==> src/rtl/gb3_pkg.sv <==
// Shared constants, weights and control structures of the 3x3 Gaussian blur stream unit.
package gb3_pkg;

    // Line geometry.
    localparam int MAX_LINE_WIDTH = 2048;
    localparam int COL_W          = $clog2(MAX_LINE_WIDTH);
    localparam int ROW_W          = 16;
    localparam int PIX_W          = 8;
    localparam int WIDTH_REG_W    = 12;
    localparam int OUT_COL_W      = 11;

    // Configuration port.
    localparam int APB_ADDR_W = 3;
    localparam int APB_DATA_W = 32;

    // Register indexes, taken from paddr[2].
    localparam logic REG_IMAGE_WIDTH  = 1'b0;
    localparam logic REG_IMAGE_HEIGHT = 1'b1;

    localparam logic [WIDTH_REG_W-1:0] WIDTH_RESET  = 12'd640;
    localparam logic [ROW_W-1:0]       HEIGHT_RESET = 16'd480;

    // Q0.16 blur weights.
    localparam int          WEIGHT_W      = 13;
    localparam int          FRAC_W        = 16;
    localparam logic [WEIGHT_W-1:0] WEIGHT_EDGE   = 13'd5505;
    localparam logic [WEIGHT_W-1:0] WEIGHT_CORNER = 13'd4129;

    // Widths of the floored partial terms (at most 64, 42, 32 and 32).
    localparam int TERM3_W = 7;
    localparam int TERM2_W = 6;

    // Frame geometry and restart strobe from the register block.
    typedef struct packed {
        logic             restart;
        logic [COL_W-1:0] col_last;
        logic [ROW_W-1:0] row_last;
    } gb3_cfg_t;

    // Pipeline enables from the top level to the window datapath.
    typedef struct packed {
        logic clear;
        logic shift;
        logic load_p;
        logic load_o;
    } gb3_ctrl_t;

endpackage

==> src/rtl/gb3_cfg_regs.sv <==
// Configuration registers for image width and height, with clamping to the usable geometry.
module gb3_cfg_regs
(
    input  logic                           clk,
    input  logic                           rst_n,
    input  logic                           psel,
    input  logic                           penable,
    input  logic                           pwrite,
    input  logic [gb3_pkg::APB_ADDR_W-1:0] paddr,
    input  logic [gb3_pkg::APB_DATA_W-1:0] pwdata,
    output logic [gb3_pkg::APB_DATA_W-1:0] prdata,
    output logic                           pready,
    output gb3_pkg::gb3_cfg_t              cfg
);
    import gb3_pkg::*;

    logic [WIDTH_REG_W-1:0] width_reg;
    logic [ROW_W-1:0]       height_reg;
    logic                   wr_transfer;
    logic                   reg_idx;

    assign pready      = 1'b1;
    assign reg_idx     = paddr[2];
    assign wr_transfer = psel && penable && pwrite && pready;

    // Register writes.
    always_ff @(posedge clk or negedge rst_n)
    begin
        if (!rst_n)
        begin
            width_reg  <= WIDTH_RESET;
            height_reg <= HEIGHT_RESET;
        end
        else if (wr_transfer)
        begin
            unique case (reg_idx)
                REG_IMAGE_WIDTH:  width_reg  <= pwdata[WIDTH_REG_W-1:0];
                REG_IMAGE_HEIGHT: height_reg <= pwdata[ROW_W-1:0];
                default:          width_reg  <= width_reg;
            endcase
        end
    end

    // Register reads.
    always_comb
    begin
        unique case (reg_idx)
            REG_IMAGE_WIDTH:  prdata = APB_DATA_W'(width_reg);
            REG_IMAGE_HEIGHT: prdata = APB_DATA_W'(height_reg);
            default:          prdata = '0;
        endcase
    end

    // Last column and last row of the effective frame.
    always_comb
    begin
        cfg.restart = wr_transfer;
        if (width_reg < WIDTH_REG_W'(3))
            cfg.col_last = COL_W'(2);
        else if (32'(width_reg) > MAX_LINE_WIDTH)
            cfg.col_last = COL_W'(MAX_LINE_WIDTH - 1);
        else
            cfg.col_last = COL_W'(width_reg - WIDTH_REG_W'(1));

        if (height_reg < ROW_W'(3))
            cfg.row_last = ROW_W'(2);
        else
            cfg.row_last = height_reg - ROW_W'(1);
    end

endmodule

==> config.mk <==
export PLATFORM = sky130hd
export DESIGN_NAME = gb3_cfg_regs
export DESIGN_NICKNAME = d
export VERILOG_FILES = /design/src/rtl/gb3_pkg.sv /design/src/rtl/gb3_cfg_regs.sv
export SDC_FILE = /design/constraint.sdc
export NUM_CORES = 1
export LEC_CHECK = 0
export ABC_AREA = 1
export BUFFER_PORTS_ARGS = -buffer_cell sky130_fd_sc_hd__buf_2
export CAP_MARGIN = 15
export CORE_ASPECT_RATIO = 2
export CORE_MARGIN = 2
export CORE_UTILIZATION = 43
export CTS_CLUSTER_SIZE = 10
export DETAILED_ROUTE_END_ITERATION = 12
export PLACE_DENSITY = 0.76
export SETUP_SLACK_MARGIN = 0.4
export SYNTH_ARGS = -nofsm -noshare
export SYNTH_HDL_FRONTEND = slang
export SYNTH_SLANG_ARGS = --single-unit
export TNS_END_PERCENT = 5
==> constraint.sdc <==
create_clock -name clk -period 1.5 [get_ports clk]
set_clock_uncertainty 0.1 [all_clocks]
set_input_delay 0.15 -clock clk [delete_from_list [all_inputs] [get_ports clk]]
set_output_delay 0.15 -clock clk [all_outputs]
set_load 0.05 [all_outputs]
==> results of run 1 <==
==> worst paths after layout <==
| kind | from | end | slack, ns | depth (start not counted) |
|---|---|---|---|---|
| worst max-delay path | width_reg[2]$_DFFE_PN0P_ | cfg[18] | -0.56 | 9 |
| worst min-delay path | pwdata[13] | height_reg[13]$_DFFE_PN0P_ | 0.005 | 3 |
| worst max register to register | height_reg[6]$_DFFE_PN1P_ | height_reg[6]$_DFFE_PN1P_ | 0.47 | 3 |
| worst min register to register | width_reg[7]$_DFFE_PN1P_ | width_reg[7]$_DFFE_PN1P_ | 0.41 | 2 |
| max in group asynchronous | rst_n | width_reg[9]$_DFFE_PN1P_ | 0.71 | 2 |
| min in group asynchronous | rst_n | height_reg[0]$_DFFE_PN0P_ | 0.25 | 2 |
==> layer usage <==
layer | vias to the layer above | global-route usage [%] | share of wire (%)
li1 | 1250 | - | -
met1 | 1234 | 23.7 | 32
met2 | 107 | 47.9 | 59
met3 | 24 | 1.80 | 3.9
met4 | 0 | 13.8 | 4.9
met5 | - | 0 | 0
==> cell usage after synthesis <==
master and instances:
a31oi_1 2, xnor2_1 4, dfstp_2 6, a21oi_1 16, and3_1 1, o21ai_2 6, clkbuf_1 3, buf_4 19
nand3b_1 1, ha_1 4, buf_6 2, o21ai_0 31, inv_1 45, nand4_1 3, nor3_4 2, nand3_1 12
dfrtp_1 22, nand2_2 6, nor3_1 2, nand3_2 2, inv_2 2, a21oi_2 1, nor2_2 3, xor2_1 3
nor2_4 5, nand2_1 82, nor2_8 1, conb_1 2, nor2_1 40, nor3b_1 1, nand2_4 3, inv_4 1
buf_2 3, nor3_2 1
==> kinds of logic after synthesis <==
family | Yosys count
xor gates and xnor gates | 7
AOI/OAI and AO/OA | 56
adders and majority gates | 4
other | 2
DFF | 28
buffers and inverters | 75
and+or+nand+nor | 165
==> stage by stage <==
stage / setup WS [ns] / utilization, %
5_1_grt: -0.610 / 74.4
2_1_floorplan: -0.220 / -
3_5_place_dp: -0.272 / 62.2
6_report: -0.555 / 74.4
3_3_place_gp: -0.251 / 62.2
4_1_cts: -0.474 / 71.9
==> cell type report <==
class	instances	area [um^2]
Sequential cell	28	712
Tap cell	58	72.6
Multi-Input combinational cell	249	1630
Inverter	48	196
Timing Repair Buffer	125	1150
Timing Repair inverter	1	8.76
Clock buffer	4	45.0
Fill cell	366	1320
==> what timing repair did <==
action                                  4_1_cts  5_1_grt
hold buffers                                  2        0
endpoints found under the setup margin       43       48
pin swaps                                    15       11
cloned                                        1        0
buffers inserted                              5        0
endpoints found under the hold margin        23        0
gates resized for setup                     121       36
==> power by group through the flow <==
stage                     Sequential, uW  Combinational, uW  Clock, uW
after floorplan                     1110               2400          0
after global placement              1070               3300          0
after detailed placement            1070               3360          0
after CTS                           1070               3960        427
after global routing                1110               4410        459
final                               1080               4180        433
==> worst reg2reg max path, stage by stage, from the launching register on <==
cell and delay, ns:
dfstp_2 0.60, buf_6 0.13, nand2_1 0.07, o21ai_2 0.07
==> placed cells by master, fill, tap and decap left out, drive strengths merged, types with 2 or more instances in the layout <==
master | synthesis | final
a21oi | 17 | 17
nor3 | 5 | 5
a31oi | 2 | 2
inv | 48 | 48
dfrtp | 22 | 22
dlygate4sd3 | 0 | 2
nand3 | 14 | 14
nand4 | 3 | 3
nor2 | 49 | 49
o21ai | 37 | 37
clkbuf | 3 | 6
conb | 2 | 17
xor2 | 3 | 3
nand2 | 91 | 91
xnor2 | 4 | 4
ha | 4 | 4
dfstp | 6 | 6
buf | 24 | 121
==> metrics.md, run 1 <==
| Metric | Value |
|---|---|
| Outcome | `finished with violations` |
| Failing checks | `negative setup slack` |
| Pwr Total | `5700 uW` |
| Post-synth cell types | `34` |
| Max FO, Critical Path | `7` |
| Avg Cell Area, Syn | `6.85 um^2` |
| Critical path type | `flop to output pin` |
| Nets | `500` |
| PortBufs | `65` |
| Setup crit start kind | `flop` |
| Worst-Skew Late Latency | `0.28 ns` |
| Max VDD drop | `0.00139 V` |
| H-tree Lvls | `1` |
| Internal power | `2750 uW` |
| CP most frequent cell | `buf_6` |
| # DRC | `0` |
| Worst path slowest cell | `dfrtp_1` |
| Die height | `108 um` |
| Post-route setup TNS | `-12.55 ns` |
| Synth Register Bits | `28` |
| I/O pin count | `101` |
| Final WS setup | `-0.555 ns` |
| First drt pass iteration count | `5` |
| Max Slew Vio Count | `0` |
| Worst EP arrival | `1.81 ns` |
| Congestion Overflow GR | `0` |
| Antenna fix cells | `0` |
| Vias in the first global route | `2,679` |
| Final wirelength | `7550 um` |
| Non-Filler Instances | `513` |
| Comb pwr share | `73.4%` |
| Mux contribution to synthesized area | `0%` |
| Post-Synth Simple-Gate Area | `34.5%` |
| Final setup viols | `36` |
| CORE AREA | `0.00514 mm^2` |
| Total Routing Usage GR | `24.2%` |
| Area Growth Syn to Fin | `65.7%` |
| Num rows | `37` |
| Fin crit share | `137%` |
| Pwr/cell area | `1490 mW/mm^2` |
| Area fraction of the dominant cell type after synthesis | `23.9%` |
| Starting Density | `44.9%` |
| Area post-placement | `0.00319 mm^2` |
| Fin crit period | `2.06 ns` |
| Sw Pwr | `2950 uW` |
| Max_cap viols | `0` |
| CP Cell Sequence | `buf_6, inv_6, nand2_4, nor3_4, nand3_2, inv_2, buf_12, a21oi_4, buf_6` |
| Clock-pin slew on the worst setup and hold paths | `0.10 ns` |
| Synthesized cell area | `0.00231 mm^2` |
| Worst hold slack | `0.00526 ns` |
| Family with the most delay on the worst path | `buffers and inverters` |
| Sequential area share after synthesis | `30.7%` |
| Cells after Synth | `337` |
| Die Footprint | `0.00600 mm^2` |
| Buf/Inv on CP | `5` |
| Final GP Congestion | `0.906` |
| Max clock buf depth | `2` |
| Switching power share of the total | `51.8%` |
| Min-delay worst type | `primary input to flop` |
| CTS tree | `yes` |
| Root Driver | `clkbuf_8` |
| Unrepaired setup endpoints after global routing | `true` |
| Via density | `5.10` |
| Share of cells above drive strength 1 | `51.0%` |
| First-pass GRT wire length | `11,600 um` |
| Post-synthesis compound-gate area fraction | `13.4%` |
| Area share of fa/ha/maj cells after synthesis | `2.17%` |
| Final Cell Area | `0.00382 mm^2` |
| Leakage | `0.00197 uW` |
| Peak Freq | `487 MHz` |
| Final hold viol count | `0` |
| Die Wd | `55.8 um` |
| Max reg flops | `16` |
| DPL Wire Length | `5190 um` |
| Clock share of power | `7.6%` |
| Total CTS buffers | `3` |
| DR WL/cell | `14.7 um` |
| Post-synthesis xor/xnor area fraction | `2.66%` |
| Remaining antenna violation count | `0` |
| Initial antenna violation count | `0` |
| Reg power frac | `19.0%` |
| Placed Cells | `501` |
| Crit-path max cell delay | `0.42 ns` |
| Via count | `2,615` |
| CP required | `1.25 ns` |
| Initial DRC count | `68` |
| Main combinational cell family by area after synthesis | `simple AND/OR/NAND/NOR gates` |
| Clock Sink Count | `28` |
| Yosys top cell by area | `dfrtp_1` |
| Largest net degree at the start of global routing | `31` |
| Top cells by area, synth | `dfrtp_1, nand2_1, inv_1` |
| Synth warn | `0` |
| Critical Path End Type | `output pin` |
Power figures use the tool's default switching activity.
==> run 2, diff against run 1 <==
Settings changed: CTS_CLUSTER_DIAMETER from default to 60, REMOVE_ABC_BUFFERS from default to 1.
==> metrics.md, run 2 (synthesis results as in run 1) <==
| Metric | Value |
|---|---|
| Peak Freq | `498 MHz (was 487 MHz)` |
| Fin crit share | `134% (was 137%)` |
| Max VDD drop | `0.00146 V (was 0.00139 V)` |
| Clock Sink Count | `28 (unchanged)` |
| Root Driver | `clkbuf_8 (unchanged)` |
| DR WL/cell | `14.4 um (was 14.7 um)` |
| Die Footprint | `0.00600 mm^2 (unchanged)` |
| Pwr/cell area | `1520 mW/mm^2 (was 1490 mW/mm^2)` |
| Die Wd | `55.8 um (unchanged)` |
| Starting Density | `44.9% (unchanged)` |
| Max Slew Vio Count | `0 (unchanged)` |
| Min-delay worst type | `primary input to flop (unchanged)` |
| Worst hold slack | `0.00146 ns (was 0.00526 ns)` |
| Max_cap viols | `0 (unchanged)` |
| Final GP Congestion | `0.875 (was 0.906)` |
| CTS tree | `yes (unchanged)` |
| Area Growth Syn to Fin | `59.0% (was 65.7%)` |
| Vias in the first global route | `2,558 (was 2,679)` |
| R2R depth | `4 (was 3)` |
| Pwr Total | `5590 uW (was 5700 uW)` |
| Worst hold start | `pwdata[13] (unchanged)` |
| Total CTS buffers | `3 (unchanged)` |
| Outcome | `finished with violations (unchanged)` |
| Critical Path End Type | `output pin (unchanged)` |
| Worst EP arrival | `1.76 ns (was 1.81 ns)` |
| Critical R2R Launch | `height_reg[0]$_DFFE_PN0P_ (was height_reg[6]$_DFFE_PN1P_)` |
| # DRC | `0 (unchanged)` |
| Via count | `2,625 (was 2,615)` |
| H-tree Lvls | `1 (unchanged)` |
| Hold worst-path end | `height_reg[13]$_DFFE_PN0P_ (unchanged)` |
| Worst R2R End | `height_reg[0]$_DFFE_PN0P_ (was height_reg[6]$_DFFE_PN1P_)` |
| Setup crit start kind | `flop (unchanged)` |
| Antenna fix cells | `0 (unchanged)` |
| Nets | `497 (was 500)` |
| First-pass GRT wire length | `11,100 um (was 11,600 um)` |
| Max FO, Critical Path | `3 (was 7)` |
| Initial DRC count | `99 (was 68)` |
| Final wirelength | `7350 um (was 7550 um)` |
| Final setup viols | `35 (was 36)` |
| I/O pin count | `101 (unchanged)` |
| Critical path type | `flop to output pin (unchanged)` |
| Num rows | `37 (unchanged)` |
| DPL Wire Length | `4870 um (was 5190 um)` |
| Worst-Skew Late Latency | `0.28 ns (about the same)` |
| Congestion Overflow GR | `0 (unchanged)` |
| Final WS setup | `-0.508 ns (was -0.555 ns)` |
| Total Routing Usage GR | `22.8% (was 24.2%)` |
| PortBufs | `65 (unchanged)` |
| Final core utilization | `71.4% (was 74.4%)` |
| Max clock buf depth | `2 (unchanged)` |
| Clock-pin slew on the worst setup and hold paths | `0.10 ns (about the same)` |
| Failing checks | `negative setup slack (unchanged)` |
| Unrepaired setup endpoints after global routing | `true (unchanged)` |
| Largest net degree at the start of global routing | `34 (was 31)` |
| Post-route setup TNS | `-11.16 ns (was -12.55 ns)` |
| Initial antenna violation count | `0 (unchanged)` |
| Max reg flops | `16 (unchanged)` |
| Final hold viol count | `0 (unchanged)` |
| First drt pass iteration count | `4 (was 5)` |
| Share of cells above drive strength 1 | `50.0% (was 51.0%)` |
| Via density | `5.15 (was 5.10)` |
| R2r setup slk | `0.44 ns (was 0.47 ns)` |
| Remaining antenna violation count | `0 (unchanged)` |
| Die height | `108 um (unchanged)` |
| Fin crit period | `2.01 ns (was 2.06 ns)` |
| Leakage | `0.00193 uW (was 0.00197 uW)` |
| Hold path depth | `3 (unchanged)` |
| Most frequent cells in the layout | `nand2_1, buf_4, buf_6 (was nand2_1, buf_6, buf_4)` |
| Commonest non-fill, non-tap cell in the layout | `nand2_1 (unchanged)` |
| CORE AREA | `0.00514 mm^2 (unchanged)` |
| CP required | `1.25 ns (about the same)` |
==> run 2: changes by cell type in the layout (fill, tap and decap cells not counted), sizes merged <==
cell / before / now
nand2: 91 / 92
clkbuf: 6 / 4
buf: 121 / 118
bufinv: 0 / 1
==> run 2: routing by layer <==
| layer | GRT usage (%) | share of wire, % | wire (um) | vias to the layer above |
|---|---|---|---|---|
| met5 | 0 | 0 | 0 | - |
| met4 | 6.62 | 2.4 | 176 | 0 |
| met3 | 1.56 | 4.8 | 354 | 17 |
| met2 | 49.0 | 58 | 4290 | 108 |
| met1 | 21.7 | 34 | 2540 | 1252 |
| li1 | - | - | - | 1248 |
==> run 2: report_power, final <==
part,switching (uW),total (uW),internal (uW)
clock,233,590,357
combinational,2430,3880,1450
sequential,195,1120,926
total,2860,5590,2730
==> run 2: what timing repair did <==
action                                  in CTS  in global routing
hold endpoints to repair                    23                  0
hold buffers                                 2                  0
pin swaps                                    8                 22
gates resized for setup                    133                 57
cloned                                       2                  0
endpoints found under the setup margin      43                 49
buffers inserted                             4                  6
==> run 2: worst max-delay path by stage <==
stage                                   startpoint      end  cells past startpoint
after floorplan           width_reg[0]$_DFFE_PN0P_  cfg[19]                      7
after global placement    width_reg[1]$_DFFE_PN0P_  cfg[25]                     10
after detailed placement  width_reg[1]$_DFFE_PN0P_  cfg[25]                     10
after CTS                 width_reg[1]$_DFFE_PN0P_  cfg[23]                      8
after global routing      width_reg[4]$_DFFE_PN0P_  cfg[26]                      8
final                     width_reg[1]$_DFFE_PN0P_  cfg[26]                      9
==> run 2: area by class of cell <==
cell class                      instances  area [um^2]
Timing Repair inverter                  1         7.51
Inverter                               48          195
Tap cell                               58         72.6
Timing Repair Buffer                  121         1070
Clock inverter                          1         30.0
Fill cell                             374         1470
Multi-Input combinational cell        250         1540
Sequential cell                        28          716
Clock buffer                            3         41.3
==> run 2: critical path, stage by stage (launching register included) <==
cell	delay (ns)
dfrtp_1	0.44
inv_2	0.10
ha_4	0.16
nand2_4	0.07
nor2_4	0.16
nand2_4	0.09
nand2_2	0.09
nor2_1	0.04
nor2_1	0.14
buf_6	0.18
==> run 2: per-stage QoR <==
stage	cell area [um^2]	cells	setup WS, ns
after CTS	3450	504	-0.401
final	3670	510	-0.508
after detailed placement	2930	492	-0.256
after global routing	3670	510	-0.574
after global placement	2930	492	-0.201
after floorplan	2170	325	-0.549
