File: src/rtl/gb3_pkg.sv
// Shared constants, weights and control structures of the 3x3 Gaussian blur stream unit.
package gb3_pkg;

    // Line geometry.
    localparam int MAX_LINE_WIDTH = 2048;
    localparam int COL_W          = $clog2(MAX_LINE_WIDTH);
    localparam int ROW_W          = 16;
    localparam int PIX_W          = 8;
    localparam int WIDTH_REG_W    = 12;
    localparam int OUT_COL_W      = 11;

    // Configuration port.
    localparam int APB_ADDR_W = 3;
    localparam int APB_DATA_W = 32;

    // Register indexes, taken from paddr[2].
    localparam logic REG_IMAGE_WIDTH  = 1'b0;
    localparam logic REG_IMAGE_HEIGHT = 1'b1;

    localparam logic [WIDTH_REG_W-1:0] WIDTH_RESET  = 12'd640;
    localparam logic [ROW_W-1:0]       HEIGHT_RESET = 16'd480;

    // Q0.16 blur weights.
    localparam int          WEIGHT_W      = 13;
    localparam int          FRAC_W        = 16;
    localparam logic [WEIGHT_W-1:0] WEIGHT_EDGE   = 13'd5505;
    localparam logic [WEIGHT_W-1:0] WEIGHT_CORNER = 13'd4129;

    // Widths of the floored partial terms (at most 64, 42, 32 and 32).
    localparam int TERM3_W = 7;
    localparam int TERM2_W = 6;

    // Frame geometry and restart strobe from the register block.
    typedef struct packed {
        logic             restart;
        logic [COL_W-1:0] col_last;
        logic [ROW_W-1:0] row_last;
    } gb3_cfg_t;

    // Pipeline enables from the top level to the window datapath.
    typedef struct packed {
        logic clear;
        logic shift;
        logic load_p;
        logic load_o;
    } gb3_ctrl_t;

endpackage

File: src/rtl/gb3_window_mac.sv
// 3x3 window registers, weighted partial terms and the final blur sum.
module gb3_window_mac
(
    input  logic                      clk,
    input  logic                      rst_n,
    input  gb3_pkg::gb3_ctrl_t        ctrl,
    input  logic [gb3_pkg::PIX_W-1:0] top,
    input  logic [gb3_pkg::PIX_W-1:0] mid,
    input  logic [gb3_pkg::PIX_W-1:0] bot,
    output logic [gb3_pkg::PIX_W-1:0] blurred
);
    import gb3_pkg::*;

    localparam int SUM3_W  = PIX_W + 2;
    localparam int SUM2_W  = PIX_W + 1;
    localparam int PROD3_W = WEIGHT_W + SUM3_W;
    localparam int PROD2_W = WEIGHT_W + SUM2_W;

    // Columns c-2 (entries 0..2) and c-1 (entries 3..5), each top, middle, bottom.
    logic [PIX_W-1:0]   win_reg [6];

    logic [SUM3_W-1:0]  sum_cross;
    logic [SUM2_W-1:0]  sum_mid;
    logic [SUM2_W-1:0]  sum_bot;
    logic [SUM2_W-1:0]  sum_top;
    logic [PROD3_W-1:0] prod_cross;
    logic [PROD2_W-1:0] prod_mid;
    logic [PROD2_W-1:0] prod_bot;
    logic [PROD2_W-1:0] prod_top;

    logic [TERM3_W-1:0] term_cross_reg;
    logic [TERM2_W-1:0] term_mid_reg;
    logic [TERM2_W-1:0] term_bot_reg;
    logic [TERM2_W-1:0] term_top_reg;
    logic [PIX_W-1:0]   blurred_reg;
    logic [PIX_W-1:0]   blurred_next;

    // Window shift as each pixel leaves the read stage.
    always_ff @(posedge clk or negedge rst_n)
    begin
        if (!rst_n)
        begin
            for (int i = 0; i < 6; i++)
                win_reg[i] <= '0;
        end
        else if (ctrl.clear)
        begin
            for (int i = 0; i < 6; i++)
                win_reg[i] <= '0;
        end
        else if (ctrl.shift)
        begin
            win_reg[0] <= win_reg[3];
            win_reg[1] <= win_reg[4];
            win_reg[2] <= win_reg[5];
            win_reg[3] <= top;
            win_reg[4] <= mid;
            win_reg[5] <= bot;
        end
    end

    // Four independent weighted terms, each floored on its own.
    always_comb
    begin
        sum_cross  = SUM3_W'(win_reg[3]) + SUM3_W'(win_reg[4]) + SUM3_W'(win_reg[5]);
        sum_mid    = SUM2_W'(mid) + SUM2_W'(win_reg[1]);
        sum_bot    = SUM2_W'(bot) + SUM2_W'(win_reg[2]);
        sum_top    = SUM2_W'(top) + SUM2_W'(win_reg[0]);
        prod_cross = PROD3_W'(WEIGHT_EDGE) * PROD3_W'(sum_cross);
        prod_mid   = PROD2_W'(WEIGHT_EDGE) * PROD2_W'(sum_mid);
        prod_bot   = PROD2_W'(WEIGHT_CORNER) * PROD2_W'(sum_bot);
        prod_top   = PROD2_W'(WEIGHT_CORNER) * PROD2_W'(sum_top);
    end

    always_ff @(posedge clk)
    begin
        if (ctrl.load_p)
        begin
            term_cross_reg <= prod_cross[FRAC_W +: TERM3_W];
            term_mid_reg   <= prod_mid[FRAC_W +: TERM2_W];
            term_bot_reg   <= prod_bot[FRAC_W +: TERM2_W];
            term_top_reg   <= prod_top[FRAC_W +: TERM2_W];
        end
    end

    // Final sum; the largest possible value is 170, so no saturation.
    assign blurred_next = PIX_W'(term_cross_reg) + PIX_W'(term_mid_reg)
                        + PIX_W'(term_bot_reg) + PIX_W'(term_top_reg);

    always_ff @(posedge clk)
    begin
        if (ctrl.load_o)
            blurred_reg <= blurred_next;
    end

    assign blurred = blurred_reg;

endmodule

File: config.mk
export PLATFORM = sky130hd
export DESIGN_NAME = gb3_window_mac
export DESIGN_NICKNAME = d
export VERILOG_FILES = /design/src/rtl/gb3_pkg.sv /design/src/rtl/gb3_window_mac.sv
export SDC_FILE = /design/constraint.sdc
export NUM_CORES = 1
export LEC_CHECK = 0
export CAP_MARGIN = 20
export CORE_AREA = 2 2 124 156
export CTS_CLUSTER_SIZE = 12
export DETAILED_ROUTE_END_ITERATION = 10
export DIE_AREA = 0 0 126 158
export DONT_BUFFER_PORTS = 1
export GPL_TIMING_DRIVEN = 1
export PLACE_DENSITY_LB_ADDON = 0.1
export SETUP_SLACK_MARGIN = 0.1
export SLEW_MARGIN = 25
export SYNTH_ARGS = -nofsm -noshare
export SYNTH_HDL_FRONTEND = slang
export SYNTH_SLANG_ARGS = --single-unit
File: constraint.sdc
create_clock -name clk -period 8.6 [get_ports clk]
set_clock_uncertainty 0.05 [all_clocks]
set_input_delay 2.58 -clock clk [delete_from_list [all_inputs] [get_ports clk]]
set_output_delay 2.58 -clock clk [all_outputs]
set_load 0.005 [all_outputs]
==> results.yml, run 1 <==
global_routing:
  first_pass_grt_wire_length_mm: 28.01
  total_global_route_track_usage_pct: 17.60
  antenna_violations_before_repair: 0
  grt_overflow: 0
  first_global_vias: 5810
  grt_start_max_net_pins: 49
cts:
  clock_tree_buffer_depth: 2
  insertion_delay_ns: 0.35
  number_of_buffers_inserted_by_post_cts_setup_repair: 0
  cts-resized-gates: 0
  tritoncts: "done"
  cts_hold_repair.buffers: 0
  buffer_cell_driving_the_clock_tree_root: "sky130_fd_sc_hd__clkbuf_16"
  clock_sinks: 81
  htreeDepth: 3
  numCtsBuffers: 9
  clkSlewWorstSetupHoldPaths_ns: 0.07
setup_path:
  delay_of_the_slowest_cell_on_the_worst_path_ns: 0.54
  critPathMaxFanout: 4
  critical_path_arrival_ns: 7.36
  critPathLaunchType: "primary input"
  category_of_the_critical_setup_timing_path: "in -> reg"
  cp_cell_sequence: "ha_1 -> inv_1 -> fa_1 -> nor2b_1 -> o21ai_0 -> a21boi_0 -> o21a_1 -> nor2_1 -> o21bai_1 -> a21o_1 -> ha_1 -> inv_1 -> fa_1 -> inv_1 -> fa_1 -> ha_1 -> ha_1 -> nand2_1 -> nor2_1 -> nand3_1 -> a211oi_1 -> o21ai_0 -> o21ai_0 -> xor2_1"
  crit-reg2reg-launch: "win_reg[9]$_DFFE_PN0P_"
  timing.critical_path.mode_cell: "sky130_fd_sc_hd__ha_1"
  timing.critical_path.buf_inv: 3
  slowest_stage_cell_cp: "sky130_fd_sc_hd__fa_1"
  worst_setup_path_end_kind: "flip-flop"
  critical_path_required_ns: 8.64
  ff2ff_path_depth: 22
  setup.reg_to_reg.worst_slack_ns: 2.22
  crit_family: "adder cells"
  crit-reg2reg-capture: "term_cross_reg[6]$_DFFE_PP_"
sta:
  grt_setup_unrepaired: "false"
  achievable-frequency_mhz: 136.7
  timing.final.max_slew_violations: 0
  timing.final.hold_violations: 0
  setup_tns_ns: 0
  setup_viol_count_final: 0
  timing.max_slew.rel_slack_pct: 49.23
  fin_crit_sh_pct: 85.05
  tightestPinTransition_ns: 0.7560
  fin_crit_ns: 7.314
die:
  boundaryPins: 38
  die_area_um2: 19910
  die_w_um: 126
  die_h_um: 158
  fp.coreArea_um2: 18500
  std_cell_rows: 56
  initial_core_util_pct: 43.92
drt:
  routed-via-count: 5487
  ant_nets: 0
  drt-wirelength-per-cell_um: 16.12
  post-route-drc-count: 0
  finalWirelength_mm: 16.40
  first_iter_violations: 254
  route.detailed.vias_per_inst: 5.395
  drt_pass1_iterations: 6
job:
  max_cap_viol_count: 0
final_layout:
  area_growth_synth_to_finish_pct: 7.085
  mostFrequentLayoutCell: "sky130_fd_sc_hd__ha_1"
  share_of_final_layout_standard_cells_stronger_than_drive_strength_1_pct: 3.567
  mostFrequentLayoutCells: "165 x sky130_fd_sc_hd__ha_1, 96 x sky130_fd_sc_hd__inv_1, 83 x sky130_fd_sc_hd__nor2_1"
  layout.area.seq_um2: 2192
  nFillCells: 1734
  post-route-util_pct: 47.03
  multi_input_comb_area_um2: 5520
  total_inserted_antenna_cells: 0
  largest_register_ffs: 48
  count_of_nets_after_finishing: 1023
  layout.cell_area.non_filler_um2: 8700
status:
  result_of_the_run: "completed"
placed_design:
  place_area_um2: 8363
  place_hpwl_mm: 13.70
  place.gp.congestion: 0.8343
  numPortBuffers: 0
power_and_ir_drop:
  p_leak_uw: 0.004562
  power_uw: 2458
  power.density_cell_area_nw_per_um2: 282.5
  ir_drop_v: 0.0001582
yosys:
  synthesis.area_um2: 8124
  synth-async-reset-ratio_pct: 59.26
  synth_seq_area_share_pct: 26.98
  count_of_unique_library_cells_instantiated_by_yosys: 51
  synth_warnings: 0
  postSynth.topFlopCell: "sky130_fd_sc_hd__dfrtp_1"
  ys_seq_elements: 81
  syn_nets: 1025
  synth_edf_count: 33
  post_synth_inst_count: 782
  avgSynthCellArea_um2: 10.39
worst_hold_path:
  worstHoldPathType: "reg -> reg"
  worst_hold_path.endpoint: "win_reg[36]$_DFFE_PN0P_"
  min_from: "win_reg[36]$_DFFE_PN0P_"
  hold_path_depth: 2
==> cell families (layout without fill, tap and decap cells) <==
group           after synthesis  in the layout  share of synthesized area, %
flops                        81             81                         26.98
fa+ha+maj                   213            213                         37.24
buf+inv                     109            112                         5.067
compound gates              128            128                         10.81
mux                          49             49                         6.037
simple gates                156            156                         8.810
xor+xnor                     46             46                         5.052
==> final cells by class <==
class / count / share of cell area, %
Tap cell: 232 / 3.337
Clock buffer: 9 / 2.589
Inverter: 96 / 4.142
Sequential cell: 81 / 25.20
Multi-Input combinational cell: 592 / 63.45
Clock inverter: 7 / 1.280
==> per-layer routing <==
| metal | vias up | track usage (%) | routed length, µm |
|---|---|---|---|
| met2 | 105 | 31.44 | 8023 |
| li1 | 2727 | - | - |
| met4 | 0 | 4.657 | 222 |
| met3 | 17 | 4.055 | 674 |
| met1 | 2638 | 21.40 | 7475 |
| met5 | - | 0 | 0 |
==> tightest hold or removal path, cell delays in order, from the launching register on <==
cell	delay (ns)
sky130_fd_sc_hd__dfrtp_1	0.35
sky130_fd_sc_hd__mux2i_1	0.07
sky130_fd_sc_hd__nor2_1	0.08
==> how the worst max path moves through the flow <==
stage	startpoint	to	slack (ns)	depth (start not counted)
floorplan	mid[0]	term_mid_reg[4]$_DFFE_PP_	1.43	24
global placement	mid[0]	term_mid_reg[4]$_DFFE_PP_	1.10	23
detailed placement	mid[0]	term_mid_reg[4]$_DFFE_PP_	0.94	24
CTS	mid[0]	term_mid_reg[4]$_DFFE_PP_	1.31	24
global route	mid[0]	term_mid_reg[4]$_DFFE_PP_	0.89	24
finish	mid[0]	term_mid_reg[4]$_DFFE_PP_	1.29	24
==> power breakdown <==
| group | internal (µW) | switching [µW] | leakage [µW] |
|---|---|---|---|
| Sequential | 532 | 38.8 | 0.000977 |
| Clock | 261 | 169 | 0.000166 |
| Combinational | 644 | 813 | 0.00342 |
==> metrics by stage <==
stage | setup WS (ns) | cells | hold WS [ns]
4_1_cts | 1.310 | 1017 | 0.4812
3_5_place_dp | 0.9404 | 1001 | 0.4674
3_3_place_gp | 1.098 | 1001 | 0.4572
6_report | 1.286 | 1017 | 0.4772
5_1_grt | 0.8855 | 1017 | 0.5108
2_1_floorplan | 1.427 | 782 | 0.4403
==> synthesized netlist by cell type (3+ instances only) <==
cell / n / share of area, %
sky130_fd_sc_hd__ha_1: 165 / 25
sky130_fd_sc_hd__inv_1: 96 / 4.4
sky130_fd_sc_hd__nor2_1: 83 / 3.8
sky130_fd_sc_hd__mux2i_1: 49 / 6.0
sky130_fd_sc_hd__dfrtp_1: 48 / 15
sky130_fd_sc_hd__fa_1: 48 / 12
sky130_fd_sc_hd__a21oi_1: 36 / 2.2
sky130_fd_sc_hd__edfxtp_1: 33 / 12
sky130_fd_sc_hd__xnor2_1: 24 / 2.6
sky130_fd_sc_hd__a21o_1: 23 / 2.1
sky130_fd_sc_hd__nand2_1: 23 / 1.1
sky130_fd_sc_hd__xor2_1: 21 / 2.3
sky130_fd_sc_hd__o21ai_0: 20 / 1.2
sky130_fd_sc_hd__clkbuf_1: 9 / 0.42
sky130_fd_sc_hd__nand4_1: 8 / 0.62
sky130_fd_sc_hd__nor2b_1: 8 / 0.62
sky130_fd_sc_hd__a211oi_1: 7 / 0.65
sky130_fd_sc_hd__and2_1: 7 / 0.54
sky130_fd_sc_hd__o21a_1: 7 / 0.65
sky130_fd_sc_hd__o21bai_1: 7 / 0.65
sky130_fd_sc_hd__nand3_1: 5 / 0.31
sky130_fd_sc_hd__nor3_1: 5 / 0.31
sky130_fd_sc_hd__a31oi_1: 4 / 0.31
sky130_fd_sc_hd__nand2b_1: 4 / 0.31
sky130_fd_sc_hd__nand4b_1: 3 / 0.32
sky130_fd_sc_hd__o211ai_1: 3 / 0.28
sky130_fd_sc_hd__or3_1: 3 / 0.23
(Power assumes the default switching activity.)
==> inputs of run 2 (changes only) <==
- PLACE_DENSITY: not set -> 0.57
- PLACE_DENSITY_LB_ADDON: 0.1 -> not set
==> results.yml, run 2 (synthesis results as in run 1) <==
die:
  die_area_um2: 19910
  fp.coreArea_um2: 18500
  std_cell_rows: 56
  die_h_um: 158
  initial_core_util_pct: 43.92
  boundaryPins: 38
  die_w_um: 126
job:
  max_cap_viol_count: 0
drt:
  routed-via-count: 5400
  drt-wirelength-per-cell_um: 15.91
  finalWirelength_mm: 16.17
  ant_nets: 0
  post-route-drc-count: 0
  route.detailed.vias_per_inst: 5.315
  first_iter_violations: 174
  drt_pass1_iterations: 4
status:
  result_of_the_run: "completed"
setup_path:
  category_of_the_critical_setup_timing_path: "in -> reg"
  cp_cell_sequence: "ha_1 -> inv_1 -> fa_1 -> nor2b_1 -> o21ai_0 -> a21boi_0 -> o21a_1 -> nor2_1 -> xnor2_1 -> ha_1 -> ha_1 -> inv_1 -> fa_1 -> fa_1 -> inv_1 -> ha_1 -> nand2_1 -> nor2_1 -> nand3_1 -> a211oi_1 -> o21ai_0 -> o21ai_0 -> xor2_1"
  critPathMaxFanout: 3
  critPathLaunchType: "primary input"
  delay_of_the_slowest_cell_on_the_worst_path_ns: 0.55
  crit_family: "adder cells"
  timing.critical_path.mode_cell: "sky130_fd_sc_hd__ha_1"
  critical_path_arrival_ns: 7.35
  worst_setup_path_end_kind: "flip-flop"
  critical_path_required_ns: 8.63
  timing.critical_path.buf_inv: 3
  slowest_stage_cell_cp: "sky130_fd_sc_hd__fa_1"
power_and_ir_drop:
  ir_drop_v: 0.0001412
  power.density_cell_area_nw_per_um2: 278.7
  power_uw: 2406
  p_leak_uw: 0.004521
global_routing:
  globalRouteMet2Util_pct: 30.21
  first_pass_grt_wire_length_mm: 27.71
  grt_start_max_net_pins: 49
  first_global_vias: 5797
  antenna_violations_before_repair: 0
  grt_overflow: 0
  met1_usage_pct: 21.19
  grt.met3_usage_pct: 2.737
  layer_with_the_highest_usage: "met2"
  total_global_route_track_usage_pct: 17.37
cts:
  htreeDepth: 3
  clkSlewWorstSetupHoldPaths_ns: 0.06
  insertion_delay_ns: 0.34
  number_of_buffers_inserted_by_post_cts_setup_repair: 0
  tritoncts: "done"
  numCtsBuffers: 9
  clock_tree_buffer_depth: 2
  clock_sinks: 81
  cts-resized-gates: 0
  cts_hold_repair.buffers: 0
  buffer_cell_driving_the_clock_tree_root: "sky130_fd_sc_hd__clkbuf_16"
final_layout:
  mostFrequentLayoutCells: "165 x sky130_fd_sc_hd__ha_1, 96 x sky130_fd_sc_hd__inv_1, 83 x sky130_fd_sc_hd__nor2_1"
  largest_register_ffs: 48
  area_growth_synth_to_finish_pct: 6.253
  mostFrequentLayoutCell: "sky130_fd_sc_hd__ha_1"
  share_of_final_layout_standard_cells_stronger_than_drive_strength_1_pct: 3.444
  total_inserted_antenna_cells: 0
  count_of_nets_after_finishing: 1023
placed_design:
  place.gp.congestion: 0.8683
  place_hpwl_mm: 13.60
  numPortBuffers: 0
worst_hold_path:
  worstHoldPathType: "reg -> reg"
sta:
  setup_viol_count_final: 0
  timing.final.hold_violations: 0
  fin_crit_ns: 7.316
  grt_setup_unrepaired: "false"
  achievable-frequency_mhz: 136.7
  tightestPinTransition_ns: 0.7532
  timing.final.max_slew_violations: 0
  timing.max_slew.rel_slack_pct: 49.42
  setup_tns_ns: 0
  fin_crit_sh_pct: 85.07
==> run 2: worst paths after layout <==
| check | start | to | slack, ns | cells after the start |
|---|---|---|---|---|
| worst min register to register | win_reg[34]$_DFFE_PN0P_ | win_reg[34]$_DFFE_PN0P_ | 0.47 | 2 |
| worst max register to register | win_reg[9]$_DFFE_PN0P_ | term_cross_reg[4]$_DFFE_PP_ | 2.24 | 23 |
| worst max-delay path | mid[0] | term_mid_reg[4]$_DFFE_PP_ | 1.28 | 23 |
| max in group asynchronous | rst_n | win_reg[14]$_DFFE_PN0P_ | 6.52 | 0 |
| min in group asynchronous | rst_n | win_reg[41]$_DFFE_PN0P_ | 1.88 | 0 |
| worst min-delay path | win_reg[34]$_DFFE_PN0P_ | win_reg[34]$_DFFE_PN0P_ | 0.47 | 2 |
==> run 2: metal layers <==
layer	share of wire, %	up-vias
li1	-	2715
met1	44	2583
met2	49	73
met3	2.8	29
met4	3.7	0
met5	0	-
==> run 2: layout make-up <==
| class | instances | area [µm²] |
|---|---|---|
| clock buffer | 9 | 225.2 |
| inverter | 96 | 360.3 |
| sequential | 81 | 2192 |
| clock inverter | 6 | 43.79 |
| multi-input combinational | 592 | 5520 |
| tap | 232 | 290.3 |
| fill | 1745 | 9866 |
==> run 2: worst reg2reg max path, cell delays in order, from the launching register on <==
cell                       delay [ns]
sky130_fd_sc_hd__dfrtp_1         0.37
sky130_fd_sc_hd__inv_1           0.11
sky130_fd_sc_hd__fa_1            0.52
sky130_fd_sc_hd__inv_1           0.04
sky130_fd_sc_hd__ha_1            0.21
sky130_fd_sc_hd__fa_1            0.43
sky130_fd_sc_hd__a211o_1         0.35
sky130_fd_sc_hd__a211oi_2        0.27
sky130_fd_sc_hd__nor2_1          0.09
sky130_fd_sc_hd__nor2_1          0.09
sky130_fd_sc_hd__nor2_1          0.12
sky130_fd_sc_hd__ha_1            0.34
sky130_fd_sc_hd__inv_1           0.07
sky130_fd_sc_hd__fa_1            0.50
sky130_fd_sc_hd__fa_1            0.55
sky130_fd_sc_hd__inv_1           0.04
sky130_fd_sc_hd__ha_1            0.28
sky130_fd_sc_hd__ha_1            0.30
sky130_fd_sc_hd__ha_1            0.40
sky130_fd_sc_hd__a21o_1          0.23
sky130_fd_sc_hd__a21o_1          0.17
sky130_fd_sc_hd__a21o_1          0.17
sky130_fd_sc_hd__a22oi_1         0.25
sky130_fd_sc_hd__o311a_1         0.25
==> run 2: per-stage QoR <==
step                      hold slack, ns  setup slack, ns  util, %  std cells  area [µm²]
after floorplan                   0.4403            1.427        -        782        8124
after global placement            0.4592            1.101    45.21       1001        8363
after detailed placement          0.4672           0.9062    45.21       1001        8363
after CTS                         0.4832            1.250    46.67       1016        8632
after global routing              0.5082           0.9351    46.67       1016        8632
final                             0.4749            1.284    46.67       1016        8632
==> run 2: where the power goes <==
group | switching (µW) | internal (µW) | leakage [µW]
Clock | 158 | 195 | 0.000124
Sequential | 38.5 | 532 | 0.000977
Combinational | 830 | 652 | 0.00342
